[config.mk]
export PLATFORM = sky130hd
export DESIGN_NAME = xxtea_block_cipher_core
export DESIGN_NICKNAME = d
export VERILOG_FILES = /design/src/hdl/xxtea_pkg.sv /design/src/hdl/xxtea_ram.sv /design/src/hdl/xxtea_front.sv /design/src/hdl/xxtea_queue.sv /design/src/hdl/xxtea_back.sv /design/src/hdl/xxtea_block_cipher_core.sv
export SDC_FILE = /design/constraint.sdc
export NUM_CORES = 2
export LEC_CHECK = 0
export ABC_AREA = 1
export BUFFER_PORTS_ARGS = -buffer_cell sky130_fd_sc_hd__buf_2
export CAP_MARGIN = 20
export CORE_ASPECT_RATIO = 0.7
export CORE_MARGIN = 4
export CORE_UTILIZATION = 39
export CTS_CLUSTER_DIAMETER = 50
export DETAILED_ROUTE_END_ITERATION = 8
export SLEW_MARGIN = 20
export SYNTH_ARGS = -nofsm -noshare
export SYNTH_HDL_FRONTEND = slang
export SYNTH_SLANG_ARGS = --single-unit
[constraint.sdc]
create_clock -name i_clk -period 15.7 [get_ports i_clk]
set_input_delay 3.14 -clock i_clk [delete_from_list [all_inputs] [get_ports i_clk]]
set_output_delay 3.14 -clock i_clk [all_outputs]
set_load 0.01 [all_outputs]
[src/hdl/xxtea_pkg.sv]
`timescale 1ns / 1ps
// ----------------------------------------------------------------------------
// XXTEA package
// Shared constants, the block job descriptor and the cipher helper functions.
// ----------------------------------------------------------------------------
package xxtea_pkg;

    localparam int STORE_DEPTH       = 64;
    localparam int ADDR_W            = 6;
    localparam int CNT_W             = 7;
    localparam int BYTES_W           = 9;
    localparam int DEFAULT_MAX_WORDS = 32;
    localparam int QUEUE_DEPTH       = 2;
    localparam int QPTR_W            = 1;
    localparam int CFG_IDX_W         = 3;

    localparam logic [31:0] DELTA = 32'h9e3779b9;

    localparam logic [CFG_IDX_W-1:0] REG_KEY0    = 3'd0;
    localparam logic [CFG_IDX_W-1:0] REG_KEY1    = 3'd1;
    localparam logic [CFG_IDX_W-1:0] REG_KEY2    = 3'd2;
    localparam logic [CFG_IDX_W-1:0] REG_KEY3    = 3'd3;
    localparam logic [CFG_IDX_W-1:0] REG_ADD_LEN = 3'd4;

    localparam logic [1:0] ST_OK       = 2'd0;
    localparam logic [1:0] ST_LEN_ERR  = 2'd1;
    localparam logic [1:0] ST_TOO_LONG = 2'd2;

    localparam logic MODE_ENC = 1'b0;
    localparam logic MODE_DEC = 1'b1;

    typedef struct packed {
        logic               mode;
        logic               ovf;
        logic [CNT_W-1:0]   cnt;
        logic [BYTES_W-1:0] bytes;
    } t_job;

    // Clear the bytes above cnt; a count of zero clears the whole word.
    function automatic logic [31:0] keep_bytes(input logic [31:0] w, input logic [2:0] cnt);
        logic [31:0] r;
        begin
            case (cnt)
                3'd0:    r = 32'd0;
                3'd1:    r = {24'd0, w[7:0]};
                3'd2:    r = {16'd0, w[15:0]};
                3'd3:    r = {8'd0, w[23:0]};
                default: r = w;
            endcase
            return r;
        end
    endfunction

    // Every byte after the first zero byte of the key is cleared.
    function automatic logic [127:0] fix_key(input logic [127:0] raw);
        logic [127:0] k;
        logic         zs;
        begin
            k  = '0;
            zs = 1'b0;
            for (int i = 0; i < 16; i++) begin
                if (!zs) k[i*8 +: 8] = raw[i*8 +: 8];
                if (raw[i*8 +: 8] == 8'd0) zs = 1'b1;
            end
            return k;
        end
    endfunction

    function automatic logic [31:0] mix(input logic [31:0] z, input logic [31:0] y,
                                        input logic [31:0] sum, input logic [31:0] kw);
        begin
            return (((z >> 5) ^ (y << 2)) + ((y >> 3) ^ (z << 4))) ^ ((sum ^ y) + (kw ^ z));
        end
    endfunction

    // 6 + 52/len for len of 2 or more, counted as the multiples of len that fit in 52.
    function automatic logic [5:0] round_count(input logic [CNT_W-1:0] len);
        logic [5:0] q;
        begin
            q = 6'd6;
            for (int k = 1; k <= 26; k++) begin
                if (k * int'(len) <= 52) q = q + 6'd1;
            end
            return q;
        end
    endfunction

endpackage

[src/hdl/xxtea_ram.sv]
`timescale 1ns / 1ps
// ----------------------------------------------------------------------------
// XXTEA generic RAM
// One write port and one read port with registered read data.
// ----------------------------------------------------------------------------
module xxtea_ram #(
    parameter int WIDTH = 32,
    parameter int DEPTH = 64,
    parameter int AW    = $clog2(DEPTH)
) (
    input  logic             i_clk,
    input  logic             i_we,
    input  logic [AW-1:0]    i_waddr,
    input  logic [WIDTH-1:0] i_wdata,
    input  logic [AW-1:0]    i_raddr,
    output logic [WIDTH-1:0] o_rdata
);

    logic [WIDTH-1:0] r_mem [DEPTH];
    logic [WIDTH-1:0] r_rdata;

    always_ff @(posedge i_clk) begin
        if (i_we) r_mem[i_waddr] <= i_wdata;
        r_rdata <= r_mem[i_raddr];
    end

    assign o_rdata = r_rdata;

endmodule

[src/hdl/xxtea_front.sv]
`timescale 1ns / 1ps
// ----------------------------------------------------------------------------
// XXTEA front end
// Takes input words into the store and hands a job descriptor per block on.
// ----------------------------------------------------------------------------
module xxtea_front #(
    parameter int MAX_WORDS = xxtea_pkg::DEFAULT_MAX_WORDS
) (
    input  logic                        i_clk,
    input  logic                        i_rst_n,
    input  logic                        i_tvalid,
    output logic                        o_tready,
    input  logic                        i_action,
    input  logic [31:0]                 i_data,
    input  logic [2:0]                  i_count,
    input  logic                        i_last,
    output logic                        o_we,
    output logic [xxtea_pkg::ADDR_W-1:0] o_waddr,
    output logic [31:0]                 o_wdata,
    output logic                        o_push,
    output xxtea_pkg::t_job             o_job,
    input  logic                        i_done
);
    import xxtea_pkg::*;

    logic               r_busy, n_busy;
    logic [CNT_W-1:0]   r_count, n_count;
    logic [BYTES_W-1:0] r_bytes, n_bytes;
    logic               r_mode, n_mode;
    logic               r_ovf, n_ovf;

    logic               acc, store_ok, mode_c;
    logic [2:0]         cnt_c;
    logic [CNT_W-1:0]   cnt_inc;
    logic [BYTES_W-1:0] bytes_inc;

    assign o_tready  = !r_busy;
    assign acc       = i_tvalid && !r_busy;
    assign cnt_c     = (i_count > 3'd4) ? 3'd4 : i_count;
    assign store_ok  = r_count < CNT_W'(MAX_WORDS);
    assign mode_c    = (r_count == '0 && !r_ovf) ? i_action : r_mode;
    assign cnt_inc   = r_count + CNT_W'(1);
    assign bytes_inc = r_bytes + BYTES_W'(cnt_c);

    assign o_we    = acc && store_ok;
    assign o_waddr = r_count[ADDR_W-1:0];
    assign o_wdata = keep_bytes(i_data, cnt_c);
    assign o_push  = acc && i_last;

    always_comb begin
        o_job.mode  = mode_c;
        o_job.ovf   = r_ovf || !store_ok;
        o_job.cnt   = store_ok ? cnt_inc : r_count;
        o_job.bytes = store_ok ? bytes_inc : r_bytes;
    end

    always_comb begin
        n_busy  = r_busy;
        n_count = r_count;
        n_bytes = r_bytes;
        n_mode  = r_mode;
        n_ovf   = r_ovf;
        if (i_done) n_busy = 1'b0;
        if (acc) begin
            n_mode = mode_c;
            if (store_ok) begin
                n_count = cnt_inc;
                n_bytes = bytes_inc;
            end else begin
                n_ovf = 1'b1;
            end
            if (i_last) begin
                n_busy  = 1'b1;
                n_count = '0;
                n_bytes = '0;
                n_ovf   = 1'b0;
            end
        end
    end

    always_ff @(posedge i_clk) begin
        if (!i_rst_n) begin
            r_busy  <= 1'b0;
            r_count <= '0;
            r_bytes <= '0;
            r_mode  <= 1'b0;
            r_ovf   <= 1'b0;
        end else begin
            r_busy  <= n_busy;
            r_count <= n_count;
            r_bytes <= n_bytes;
            r_mode  <= n_mode;
            r_ovf   <= n_ovf;
        end
    end

    a_no_store_while_busy: assert property (@(posedge i_clk) disable iff (!i_rst_n)
        r_busy |-> !o_we) else $error("front wrote the store during a job");
    a_push_sets_busy: assert property (@(posedge i_clk) disable iff (!i_rst_n)
        o_push |=> r_busy) else $error("front accepted after a block end");
    a_count_bound: assert property (@(posedge i_clk) disable iff (!i_rst_n)
        r_count <= CNT_W'(MAX_WORDS)) else $error("word count beyond limit");

endmodule

[src/hdl/xxtea_queue.sv]
`timescale 1ns / 1ps
// ----------------------------------------------------------------------------
// XXTEA job queue
// Short descriptor queue between the front end and the cipher engine.
// ----------------------------------------------------------------------------
module xxtea_queue (
    input  logic            i_clk,
    input  logic            i_rst_n,
    input  logic            i_push,
    input  xxtea_pkg::t_job i_job,
    input  logic            i_pop,
    output logic            o_valid,
    output xxtea_pkg::t_job o_job
);
    import xxtea_pkg::*;

    t_job              r_slot [QUEUE_DEPTH];
    logic [QPTR_W-1:0] r_wp, r_rp;
    logic [QPTR_W:0]   r_fill;
    logic              do_push, do_pop;

    assign o_valid = r_fill != '0;
    assign o_job   = r_slot[r_rp];
    assign do_push = i_push && (r_fill != (QPTR_W+1)'(QUEUE_DEPTH));
    assign do_pop  = i_pop && o_valid;

    always_ff @(posedge i_clk) begin
        if (do_push) r_slot[r_wp] <= i_job;
    end

    always_ff @(posedge i_clk) begin
        if (!i_rst_n) begin
            r_wp   <= '0;
            r_rp   <= '0;
            r_fill <= '0;
        end else begin
            if (do_push) r_wp <= r_wp + QPTR_W'(1);
            if (do_pop) r_rp <= r_rp + QPTR_W'(1);
            case ({do_push, do_pop})
                2'b10:   r_fill <= r_fill + (QPTR_W+1)'(1);
                2'b01:   r_fill <= r_fill - (QPTR_W+1)'(1);
                default: r_fill <= r_fill;
            endcase
        end
    end

endmodule

[src/hdl/xxtea_back.sv]
`timescale 1ns / 1ps
// ----------------------------------------------------------------------------
// XXTEA cipher engine
// Runs the XXTEA rounds over the store, checks the length word, emits items.
// ----------------------------------------------------------------------------
module xxtea_back (
    input  logic                         i_clk,
    input  logic                         i_rst_n,
    input  logic                         i_job_valid,
    input  xxtea_pkg::t_job              i_job,
    output logic                         o_pop,
    input  logic [127:0]                 i_key,
    input  logic                         i_add_len,
    output logic                         o_we,
    output logic [xxtea_pkg::ADDR_W-1:0] o_waddr,
    output logic [31:0]                  o_wdata,
    output logic [xxtea_pkg::ADDR_W-1:0] o_raddr,
    input  logic [31:0]                  i_rdata,
    output logic                         o_tvalid,
    input  logic                         i_tready,
    output logic [31:0]                  o_word,
    output logic [2:0]                   o_vb,
    output logic                         o_last,
    output logic [1:0]                   o_status,
    output logic                         o_done
);
    import xxtea_pkg::*;

    localparam logic [4:0] S_IDLE   = 5'd0;
    localparam logic [4:0] S_WLEN   = 5'd1;
    localparam logic [4:0] S_Q      = 5'd2;
    localparam logic [4:0] S_SUM    = 5'd3;
    localparam logic [4:0] S_INIT_A = 5'd4;
    localparam logic [4:0] S_INIT_B = 5'd5;
    localparam logic [4:0] S_INIT_C = 5'd6;
    localparam logic [4:0] S_ROUND  = 5'd7;
    localparam logic [4:0] S_STEP_A = 5'd8;
    localparam logic [4:0] S_STEP_B = 5'd9;
    localparam logic [4:0] S_STEP_C = 5'd10;
    localparam logic [4:0] S_FIN    = 5'd11;
    localparam logic [4:0] S_CHK_A  = 5'd12;
    localparam logic [4:0] S_CHK_B  = 5'd13;
    localparam logic [4:0] S_EMIT_A = 5'd14;
    localparam logic [4:0] S_EMIT_B = 5'd15;
    localparam logic [4:0] S_FLAG   = 5'd16;

    logic [4:0]         r_state, n_state;
    logic               r_mode;
    logic [BYTES_W-1:0] r_bytes;
    logic [CNT_W-1:0]   r_len;
    logic [ADDR_W-1:0]  r_n, r_p;
    logic [5:0]         r_q;
    logic [31:0]        r_sum, r_c, r_t, r_nb, r_mix;
    logic [CNT_W-1:0]   r_words, r_i;
    logic [2:0]         r_lastvb;
    logic               r_trim;
    logic [1:0]         r_flag;
    logic               r_ovalid;
    logic [31:0]        r_oword;
    logic [2:0]         r_ovb;
    logic               r_olast;
    logic [1:0]         r_ost;

    logic               slot_free, is_enc;
    logic [CNT_W-1:0]   job_len;
    logic [ADDR_W-1:0]  nb_idx;
    logic [1:0]         kidx;
    logic [31:0]        kw, mix_c, new_v, sum0;
    logic [8:0]         avail, lo;
    logic [31:0]        m_plus;
    logic               em_last;
    logic [2:0]         em_vb;

    assign slot_free = !r_ovalid || i_tready;
    assign is_enc    = r_mode == MODE_ENC;
    assign job_len   = i_job.cnt + CNT_W'(i_job.mode == MODE_ENC && i_add_len);
    assign nb_idx    = is_enc ? ((r_p == r_n) ? '0 : r_p + ADDR_W'(1))
                              : ((r_p == '0) ? r_n : r_p - ADDR_W'(1));
    assign kidx      = r_p[1:0] ^ r_sum[3:2];
    assign kw        = i_key[{kidx, 5'd0} +: 32];
    assign mix_c     = is_enc ? mix(r_c, i_rdata, r_sum, kw) : mix(i_rdata, r_c, r_sum, kw);
    assign new_v     = is_enc ? r_t + r_mix : r_t - r_mix;
    assign sum0      = (32'(r_q) + 32'd1) * DELTA;
    assign avail     = {1'b0, r_n, 2'b00};
    assign lo        = (avail >= 9'd3) ? avail - 9'd3 : 9'd0;
    assign m_plus    = i_rdata + 32'd3;
    assign em_last   = r_i == r_words - CNT_W'(1);
    assign em_vb     = (em_last && r_trim) ? r_lastvb : 3'd4;

    always_comb begin
        unique case (r_state) inside
            S_INIT_A, S_CHK_A: o_raddr = r_n;
            S_STEP_A:          o_raddr = nb_idx;
            S_EMIT_A, S_EMIT_B: o_raddr = r_i[ADDR_W-1:0];
            default:           o_raddr = '0;
        endcase
    end

    assign o_we    = (r_state == S_WLEN) || (r_state == S_STEP_C);
    assign o_waddr = (r_state == S_WLEN) ? r_n : r_p;
    assign o_wdata = (r_state == S_WLEN) ? 32'(r_bytes) : new_v;
    assign o_pop   = (r_state == S_IDLE) && i_job_valid;
    assign o_done  = ((r_state == S_EMIT_B) && slot_free && em_last)
                  || ((r_state == S_FLAG) && slot_free);

    always_comb begin
        n_state = r_state;
        unique case (r_state)
            S_IDLE: begin
                if (i_job_valid) begin
                    if (i_job.ovf) n_state = S_FLAG;
                    else if (i_job.mode == MODE_ENC && i_add_len) n_state = S_WLEN;
                    else n_state = S_Q;
                end
            end
            S_WLEN:   n_state = S_Q;
            S_Q:      n_state = (r_len < CNT_W'(2)) ? S_FIN : S_SUM;
            S_SUM:    n_state = S_INIT_A;
            S_INIT_A: n_state = S_INIT_B;
            S_INIT_B: n_state = S_INIT_C;
            S_INIT_C: n_state = S_ROUND;
            S_ROUND:  n_state = (r_q == '0) ? S_FIN : S_STEP_A;
            S_STEP_A: n_state = S_STEP_B;
            S_STEP_B: n_state = S_STEP_C;
            S_STEP_C: begin
                if ((is_enc && r_p == r_n) || (!is_enc && r_p == '0)) n_state = S_ROUND;
                else n_state = S_STEP_A;
            end
            S_FIN:    n_state = (!is_enc && i_add_len) ? S_CHK_A : S_EMIT_A;
            S_CHK_A:  n_state = S_CHK_B;
            S_CHK_B: begin
                if (i_rdata > 32'(avail) || i_rdata < 32'(lo) || i_rdata == '0) n_state = S_FLAG;
                else n_state = S_EMIT_A;
            end
            S_EMIT_A: n_state = S_EMIT_B;
            S_EMIT_B: if (slot_free) n_state = em_last ? S_IDLE : S_EMIT_A;
            S_FLAG:   if (slot_free) n_state = S_IDLE;
            default:  n_state = S_IDLE;
        endcase
    end

    always_ff @(posedge i_clk) begin
        if (!i_rst_n) begin
            r_state  <= S_IDLE;
            r_ovalid <= 1'b0;
        end else begin
            r_state <= n_state;
            if (i_tready) r_ovalid <= 1'b0;
            if ((r_state == S_EMIT_B || r_state == S_FLAG) && slot_free) r_ovalid <= 1'b1;
        end
    end

    always_ff @(posedge i_clk) begin
        unique case (r_state)
            S_IDLE: begin
                r_mode  <= i_job.mode;
                r_bytes <= i_job.bytes;
                r_len   <= job_len;
                r_n     <= ADDR_W'(job_len - CNT_W'(1));
                r_flag  <= ST_TOO_LONG;
                r_i     <= '0;
                r_trim  <= 1'b0;
            end
            S_Q: begin
                r_q     <= round_count(r_len);
                r_words <= r_len;
            end
            S_SUM:    r_sum <= is_enc ? 32'd0 : sum0;
            S_INIT_B: if (is_enc) r_c <= i_rdata; else r_t <= i_rdata;
            S_INIT_C: begin
                if (is_enc) r_t <= i_rdata; else r_c <= i_rdata;
                r_p <= is_enc ? '0 : r_n;
            end
            S_ROUND: begin
                if (r_q != '0) begin
                    r_q   <= r_q - 6'd1;
                    r_sum <= is_enc ? r_sum + DELTA : r_sum - DELTA;
                end
            end
            S_STEP_B: begin
                r_nb  <= i_rdata;
                r_mix <= mix_c;
            end
            S_STEP_C: begin
                r_c <= new_v;
                r_t <= r_nb;
                r_p <= nb_idx;
            end
            S_CHK_B: begin
                r_flag   <= (i_rdata == '0 && !(i_rdata > 32'(avail) || i_rdata < 32'(lo)))
                            ? ST_OK : ST_LEN_ERR;
                r_words  <= CNT_W'(m_plus[31:2]);
                r_lastvb <= {1'b0, i_rdata[1:0] - 2'd1} + 3'd1;
                r_trim   <= 1'b1;
            end
            S_EMIT_B: if (slot_free) r_i <= r_i + CNT_W'(1);
            default: ;
        endcase
        if (r_state == S_EMIT_B && slot_free) begin
            r_oword <= keep_bytes(i_rdata, em_vb);
            r_ovb   <= em_vb;
            r_olast <= em_last;
            r_ost   <= ST_OK;
        end else if (r_state == S_FLAG && slot_free) begin
            r_oword <= '0;
            r_ovb   <= 3'd0;
            r_olast <= 1'b1;
            r_ost   <= r_flag;
        end
    end

    assign o_tvalid = r_ovalid;
    assign o_word   = r_oword;
    assign o_vb     = r_ovb;
    assign o_last   = r_olast;
    assign o_status = r_ost;

    a_flag_form: assert property (@(posedge i_clk) disable iff (!i_rst_n)
        (r_ovalid && r_ost != ST_OK) |-> (r_olast && r_ovb == 3'd0))
        else $error("error item is not a lone final item");
    a_step_index: assert property (@(posedge i_clk) disable iff (!i_rst_n)
        (r_state == S_STEP_C) |-> (r_p <= r_n)) else $error("step index out of block");
    a_done_idle: assert property (@(posedge i_clk) disable iff (!i_rst_n)
        o_done |=> (r_state == S_IDLE)) else $error("engine not idle after block");

endmodule

[src/hdl/xxtea_block_cipher_core.sv]
`timescale 1ns / 1ps
// ----------------------------------------------------------------------------
// XXTEA block cipher core
// Gathers a block of words, encrypts or decrypts it with XXTEA, emits it.
// ----------------------------------------------------------------------------
// Words of a block enter on the slave stream, one item per cycle, and are
// written into a 64-word store; the item with tlast closes the block and a
// job descriptor goes through a two-entry queue to the cipher engine. The
// input stays stalled from that item until the engine has loaded the last
// result of the block into its output register. Each mixing step reads the
// store, registers the mix and writes back, each round adds a state of its
// own, and a block of n words needs (6 + 52/n) * n steps; setup, the
// emission of each word and the length check run in states of their own.
// The engine has a single store port for reads. A one-word block skips the
// rounds. Key and add_length are read by the engine while it works on a
// block, so they must only be written while the block is idle.
// ----------------------------------------------------------------------------
module xxtea_block_cipher_core #(
    parameter int MAX_WORDS = xxtea_pkg::DEFAULT_MAX_WORDS
) (
    input  logic                           i_clk,
    input  logic                           i_rst_n,
    input  logic                           i_cfg_we,
    input  logic [xxtea_pkg::CFG_IDX_W-1:0] i_cfg_addr,
    input  logic [31:0]                    i_cfg_wdata,
    input  logic                           i_s_tvalid,
    output logic                           o_s_tready,
    input  logic [39:0]                    i_s_tdata,  // data_word[31:0], byte_count[34:32]
    input  logic [0:0]                     i_s_tuser,  // action[0]
    input  logic                           i_s_tlast,
    output logic                           o_m_tvalid,
    input  logic                           i_m_tready,
    output logic [39:0]                    o_m_tdata,  // result_word[31:0], valid_bytes[34:32]
    output logic [1:0]                     o_m_tuser,  // status[1:0]
    output logic                           o_m_tlast
);
    import xxtea_pkg::*;

    logic [31:0] r_key0, r_key1, r_key2, r_key3;
    logic        r_add_len;

    // Plain register writes; indexes outside the list are ignored.
    always_ff @(posedge i_clk) begin
        if (!i_rst_n) begin
            r_key0    <= '0;
            r_key1    <= '0;
            r_key2    <= '0;
            r_key3    <= '0;
            r_add_len <= 1'b0;
        end else if (i_cfg_we) begin
            unique case (i_cfg_addr)
                REG_KEY0:    r_key0    <= i_cfg_wdata;
                REG_KEY1:    r_key1    <= i_cfg_wdata;
                REG_KEY2:    r_key2    <= i_cfg_wdata;
                REG_KEY3:    r_key3    <= i_cfg_wdata;
                REG_ADD_LEN: r_add_len <= i_cfg_wdata[0];
                default: ;
            endcase
        end
    end

    logic [127:0]      key_fixed;
    logic              f_we, b_we, push, pop, done, q_valid;
    logic [ADDR_W-1:0] f_waddr, b_waddr, raddr;
    logic [31:0]       f_wdata, b_wdata, rdata;
    logic [2:0]        out_vb;
    t_job              f_job, q_job;

    // The key is cut at its first zero byte, as the byte-string key would be.
    assign key_fixed = fix_key({r_key3, r_key2, r_key1, r_key0});

    xxtea_front #(.MAX_WORDS(MAX_WORDS)) u_front (
        .i_clk    (i_clk),
        .i_rst_n  (i_rst_n),
        .i_tvalid (i_s_tvalid),
        .o_tready (o_s_tready),
        .i_action (i_s_tuser[0]),
        .i_data   (i_s_tdata[31:0]),
        .i_count  (i_s_tdata[34:32]),
        .i_last   (i_s_tlast),
        .o_we     (f_we),
        .o_waddr  (f_waddr),
        .o_wdata  (f_wdata),
        .o_push   (push),
        .o_job    (f_job),
        .i_done   (done)
    );

    xxtea_queue u_queue (
        .i_clk   (i_clk),
        .i_rst_n (i_rst_n),
        .i_push  (push),
        .i_job   (f_job),
        .i_pop   (pop),
        .o_valid (q_valid),
        .o_job   (q_job)
    );

    // The front end only writes while no job is open, so the engine never
    // competes with it for the write port.
    xxtea_ram #(.WIDTH(32), .DEPTH(STORE_DEPTH)) u_store (
        .i_clk   (i_clk),
        .i_we    (f_we || b_we),
        .i_waddr (b_we ? b_waddr : f_waddr),
        .i_wdata (b_we ? b_wdata : f_wdata),
        .i_raddr (raddr),
        .o_rdata (rdata)
    );

    xxtea_back u_back (
        .i_clk       (i_clk),
        .i_rst_n     (i_rst_n),
        .i_job_valid (q_valid),
        .i_job       (q_job),
        .o_pop       (pop),
        .i_key       (key_fixed),
        .i_add_len   (r_add_len),
        .o_we        (b_we),
        .o_waddr     (b_waddr),
        .o_wdata     (b_wdata),
        .o_raddr     (raddr),
        .i_rdata     (rdata),
        .o_tvalid    (o_m_tvalid),
        .i_tready    (i_m_tready),
        .o_word      (o_m_tdata[31:0]),
        .o_vb        (out_vb),
        .o_last      (o_m_tlast),
        .o_status    (o_m_tuser),
        .o_done      (done)
    );

    assign o_m_tdata[34:32] = out_vb;
    assign o_m_tdata[39:35] = 5'd0;

endmodule
== Yosys cells after proc, flatten, opt, wreduce, memory -nomap -nowiden ==
Memory sizes are Yosys's and may differ from the RTL's. A register that Yosys moved wholly into a read port is not among the register bits.
Index checks and enable logic that the tools add are counted.
Operators by class
  add/subtract/negate cells: 51
  multiply operators: 22
  magnitude comparators: 32
  equal/unequal tests: 40
  shifts and indexed selects: 1
  multiplexer cells: 151
  bitwise gates (word level): 13
  reduce and logical (&&, ||, !) cells: 80
Operators by type and width (count)
  less-or-equal comparator 32 x 7 -> 1 bit, second input constant: 21
  2-to-1 mux 32 bit: 11
  2-to-1 mux 6 bit: 57
  case mux 32 bit (4 select lines): 2
  case mux 32 bit (3 select lines): 2
  bitwise XOR 32 bit: 6
  adder 32 bit: 5
  adder 6 x 1 -> 6 bit, second input constant: 26
  variable part select 128 x 8 -> 32 bit: 1
  logical NOT 8 bit: 15
  2-to-1 mux 8 bit: 15
  case mux 5 bit (17 select lines): 1
  multiplier 4 x 7 -> 11 bit, first input constant: 7
  case mux 32 bit (2 select lines): 1
  bitwise XOR 27 x 32 -> 32 bit: 2
  bitwise XOR 29 x 32 -> 32 bit: 2
  multiplier 5 x 7 -> 12 bit, first input constant: 5
  multiplier 3 x 7 -> 10 bit, first input constant: 5
  equality test 5 x 4 -> 1 bit, second input constant: 8
  multiplier 2 x 7 -> 9 bit, first input constant: 4
  2-to-1 mux 1 bit: 33
  adder 32 bit, second input constant: 1
  greater-than comparator 32 x 8 -> 1 bit: 1
  logical NOT 32 bit: 1
  64 further kinds: 158
Word-level totals
  register bits after elaboration: 411
  RAM bits: 2084
  word-level logic and storage cells: 427
  memories: 2
Memory list
  u_store.r_mem: words 64, bits a word 32, read ports 1, clocked after memory_dff 1, wr ports 1, RTL line xxtea_ram.sv:19  | logic [WIDTH-1:0] r_mem [DEPTH];
  u_queue.r_slot: words 2, bits a word 18, read ports 1, clocked after memory_dff 1, wr ports 1, RTL line xxtea_queue.sv:17  | t_job r_slot [QUEUE_DEPTH];

== Depth between registers and ports, before layout ==
  depth after elaboration: 78
  mapped depth: 91
  mapped depth without buffers: 90

== By module ==
From an unflattened synthesis, not the netlist that was laid out.
Second synthesis, totals
  cell total of the unflattened synthesis: 12552
  area total of the unflattened synthesis: 126267.4 sq um
Modules (own cells, without submodules)
  xxtea_ram: instances 1, cells an instance 6770, area an instance 82745.6 sq um
  xxtea_back: instances 1, cells an instance 4538, area an instance 34436.8 sq um
  xxtea_block_cipher_core: instances 1, cells an instance 894, area an instance 5957.0 sq um
  xxtea_queue: instances 1, cells an instance 92, area an instance 1595.3 sq um
  xxtea_front: instances 1, cells an instance 258, area an instance 1532.7 sq um

== Least setup slack after synthesis ==
Ideal clock, no wire load.
  kind: register to register
  start point: reg u_back.r_len[5]
  end point: reg u_back.r_q[4] (data pin)
  setup time: 265 ps
  arrival time: 12210 ps
  data required time: 15435 ps
  slack: 3224 ps
  stages on the path, launching flop included: 85
  buffers on the path: 0
  clock period less this slack: 12476 ps
  path through: edfxtp_1 inv_1 ha_1 nand2_1 nor2_1 nor2_1 nand2_1 nand2_1 nand3_2 nor2_4 nand3_1 nand2_2 inv_1 ha_1 or2_2 nand2_1 inv_1 ha_1 (+49 left out) nand2_1 ha_1 nand2_1 nand2_1 ha_1 nor2_1 a31oi_1 ha_1 nand2_1 nand2_1 ha_1 nand2_1 o21ai_0 ha_1 nand4_1 nor2_1 xor2_1 o21ai_1
On the way
  longest elaborated chain between the ends: 78
  elaborated cells between the ends (all ways): 124
RTL lines
  start, declared: RTL line xxtea_back.sv:50  | logic [CNT_W-1:0] r_len;
  start signal, assigned: RTL line xxtea_back.sv:158  | r_len <= job_len;
  parallel branches: the longest is 76 deep, another holds less-or-equal comparator 32 x 7 -> 1 bit
  2-to-1 mux 6 bit (*): RTL line xxtea_pkg.sv:82  | if (k * int'(len) <= 52) q = q + 6'd1;
  case mux 6 bit (2 select lines) (*): RTL line xxtea_back.sv:154  | unique case (r_state)
  end signal, assigned: RTL line xxtea_back.sv:165  | r_q <= round_count(r_len);
  end signal, assigned: RTL line xxtea_back.sv:176  | r_q <= r_q - 6'd1;
  end, declared: RTL line xxtea_back.sv:52  | logic [5:0] r_q;
Every way passes the cells marked *. The select of a mux whose other input is x is not followed.
A chain may end at the register's enable or synchronous reset.

== Worst setup path in the final report ==
  start point: reg u_back.r_len[2]
  end point: reg u_back.r_q[4] (data pin)
The elaborated chain is that of the path after synthesis.

==> metrics.txt <==
status=complete, no violations; Netlist Area Pre-Place=124,500 um^2; slowest stage delay, CP=0.76 ns; Data arrival, critical path=14.67 ns; Least-Margin Pin Slew=1.257 ns; top achievable clock speed=70.98 MHz; antenna violations before repair=11; number of max-slew violations in the final report=0; share of layout cells above drive strength 1=13.05%; flops & latches, synth=2,528; placer's final routability congestion estimate=0.9133; Worst slew margin=16.20%; Total GRT Usage=21.94%; total negative setup slack=0 ns; largest voltage drop on the vdd net=0.0005633 V; Placeable Area=317,500 um^2; number of buffers created by CTS=242; detailed-route vias per instance=5.695; setup slack on the worst flop-to-flop path=1.61 ns; clock transition time at the flip-flop clock pins of the worst setup and hold paths=0.06 ns; net total in the final layout=11,760; relative contribution of the clock network to total power=17.6%; Clk Tree Root Cell=sky130_fd_sc_hd__clkbuf_16; half-perimeter wire length after detailed placement=230,800 um; startpoint types=flip-flop; global-route wire length before repair=548,900 um; Critical Path Sink Type=flip-flop; Post-Syn Area per Cell=11.17 um^2; router iterations before antenna repair=5; internal power component=17.82 mW; Die Outline Area=328,500 um^2; xor and xnor area share after synthesis=3.467%; total buffers and inverters traversed by the critical path=8; pin count of the biggest net entering global routing=197; number of buffers on the longest clock path=4; post-cts hold buffer count=0; count of vias placed by the detailed router=88,550; crit-path max FO=14; type of the tightest min-delay check=flip-flop to flip-flop; number of warnings reported in the yosys synthesis log=0; final number of setup-violating endpoints=0; synthesized-area fraction occupied by ao, oa, aoi and oai cells=12.67%; top_reg_cell synth=sky130_fd_sc_hd__edfxtp_1; areal power density over the cells=234.6 nW/um^2; commonest non-fill, non-tap cell in the layout=sky130_fd_sc_hd__edfxtp_1; Simple-Gate Fraction of Synth Area=14.09%; Lkg Pwr=50.13 nW; gate count of the mapped netlist=11,150; via count of the first global-routing pass=83,170; sequential-to-total area share from yosys stat=59.42%; clk_skew=0.1270 ns; Final Critical Period=14.09 ns; final critical-path share of the clock period=89.74%; wire length reported by the detailed router=372,700 um; overflow left after global routing=0; Flop pwr share=25.3%; share of synthesized registers carrying an async set or reset=0%; crit path max-delay cell type=sky130_fd_sc_hd__edfxtp_1; final core utilization=43.56%; Max-cap violations=0; starting density of the core=39.21%; die span in y=480.7 um; number of flops mapped to enable cells by yosys=2,335; type of the worst setup path=flip-flop to flip-flop; clock latency of the later-clocked register in the worst-skew pair=0.94 ns; Worst EP required=16.28 ns; average detailed-routed wire length per instance=23.97 um; I/O Pins=127; Clock H-tree levels=4; number of library cell types mapped by synthesis=68; post-route ant nets=0; cell occurring most often along the worst timing path=sky130_fd_sc_hd__nand2_1; port bufs=116; most used cells in the layout excluding fill and tap cells=sky130_fd_sc_hd__edfxtp_1, sky130_fd_sc_hd__nor2_1, sky130_fd_sc_hd__nand2_1, sky130_fd_sc_hd__inv_1, sky130_fd_sc_hd__o211ai_1; mux contribution to synthesized area=0.1960%; clock tree from TritonCTS=yes; total of cells resized after clock tree synthesis=0; dominant combinational cell family by area after synthesis=simple AND/OR/NAND/NOR gates; switching part of the total power=45.08%; area growth from synthesis to layout=11.09%; Die X-Extent=683.3 um; cell type group with the largest total delay on the critical path=adder cells; worst hold margin=0.4517 ns; adder-cell share of the synthesized area=5.935%; RSZ-0062 raised after global routing=false; total design power=32.45 mW; setup repair bufs after CTS=0; number of clock sinks=2,528; Site Rows=173; Switch Pwr=14.63 mW; count of unresolved DRC violations after routing=0; endpoints failing hold=0; DRC violation total after the first TritonRoute iteration=10,110; power share of the combinational group=57.0%
## layout make-up
type,count,area [um^2]
fill,28970,179200
sequential,2528,73980
multi-input combinational,7239,46090
clock buffer,322,6583
tap,4200,5255
inverter,816,3075
timing repair buffer,318,2270
clock inverter,121,1047
antenna,4,10.01
## final timing paths
path | from | end | cells after the start
max | u_back.r_len[2] | u_back.r_q[4] | 80
min | r_key3[28] | r_key3[28] | 2
min reg2reg | r_key3[28] | r_key3[28] | 2
max reg2reg | u_back.r_len[2] | u_back.r_q[4] | 80
## kinds of logic after synthesis
| group | Yosys count |
|---|---|
| other | 1 |
| xor gates and xnor gates | 492 |
| DFF | 2528 |
| muxes | 23 |
| adders and majority gates | 530 |
| and+or+nand+nor | 3880 |
| AOI/OAI and AO/OA | 2309 |
| buffers and inverters | 1387 |
## flip-flops by register name, summed over array words and instances (netlist names), 5 cells and up, named ones only
| signal | count |
|---|---|
| r_key0 | 32 |
| u_back.r_words | 7 |
| u_back.r_t | 32 |
| u_back.r_i | 7 |
| u_store.r_mem | 2048 |
| u_store.o_rdata | 32 |
| u_front.r_bytes | 9 |
| u_back.r_n | 6 |
| u_back.r_bytes | 9 |
| r_key2 | 32 |
| u_queue.r_slot | 36 |
| u_back.r_mix | 32 |
| u_back.r_nb | 32 |
| u_back.r_state | 5 |
| u_front.r_count | 7 |
| r_key1 | 32 |
| u_back.r_q | 6 |
| u_back.r_p | 6 |
| u_back.o_word | 32 |
| u_back.r_c | 32 |
| u_back.r_sum | 32 |
| r_key3 | 32 |
| u_back.r_len | 7 |
## synthesized netlist by cell type, types with 66 or more instances
library cell,instances,area [um^2]
sky130_fd_sc_hd__o31ai_1,282,2117
sky130_fd_sc_hd__nand2_1,849,3187
sky130_fd_sc_hd__ha_1,429,5368
sky130_fd_sc_hd__xnor2_1,142,1244
sky130_fd_sc_hd__a21oi_1,354,1772
sky130_fd_sc_hd__nor2_1,1623,6092
sky130_fd_sc_hd__nand2_2,68,425.4
sky130_fd_sc_hd__nand3_1,559,2798
sky130_fd_sc_hd__clkbuf_1,539,2023
sky130_fd_sc_hd__dfxtp_1,193,3864
sky130_fd_sc_hd__fa_1,101,2022
sky130_fd_sc_hd__or2_2,542,3391
sky130_fd_sc_hd__o211ai_1,780,5856
sky130_fd_sc_hd__xor2_1,349,3057
sky130_fd_sc_hd__o311ai_0,279,2444
sky130_fd_sc_hd__edfxtp_1,2335,70120
sky130_fd_sc_hd__inv_1,799,2999
sky130_fd_sc_hd__nor3_1,66,330.3
sky130_fd_sc_hd__o21ai_0,432,2162
## stage by stage
stage	cells	area, um^2	setup slack, ns
floorplan	11150	124500	3.224
global placement	15100	130600	1.888
detailed placement	15100	130700	1.670
CTS	15540	138300	1.605
global route	15550	138300	0.2976
finish	15550	138300	1.612
## worst register-to-register path, delay by kind of cell (launching register included)
family          cells  cell delay (ns)
compound gates     10             2.42
xor+xnor            2             0.29
fa+ha+maj          18             5.56
buf+inv             8             0.43
flops               1             0.76
simple gates       42             4.37
## layer usage
metal  wire (um)  global-route usage (%)  vias to the layer above
met4        9369                   5.438                        2
met5          13                       0                        -
met2      152800                   31.16                     3755
met3       34780                   4.341                      505
li1            -                       -                    40310
met1      175700                   34.01                    43980
## power by group through the flow
stage | logic, mW | clock network, mW | registers (mW)
finish | 18.5 | 5.72 | 8.22
detailed placement | 18.2 | 0 | 8.36
global placement | 18.0 | 0 | 8.35
floorplan | 13.7 | 0 | 8.33
global route | 21.2 | 6.12 | 8.23
CTS | 18.4 | 5.82 | 8.21
No activity file was read; power rests on OpenSTA's default activity.
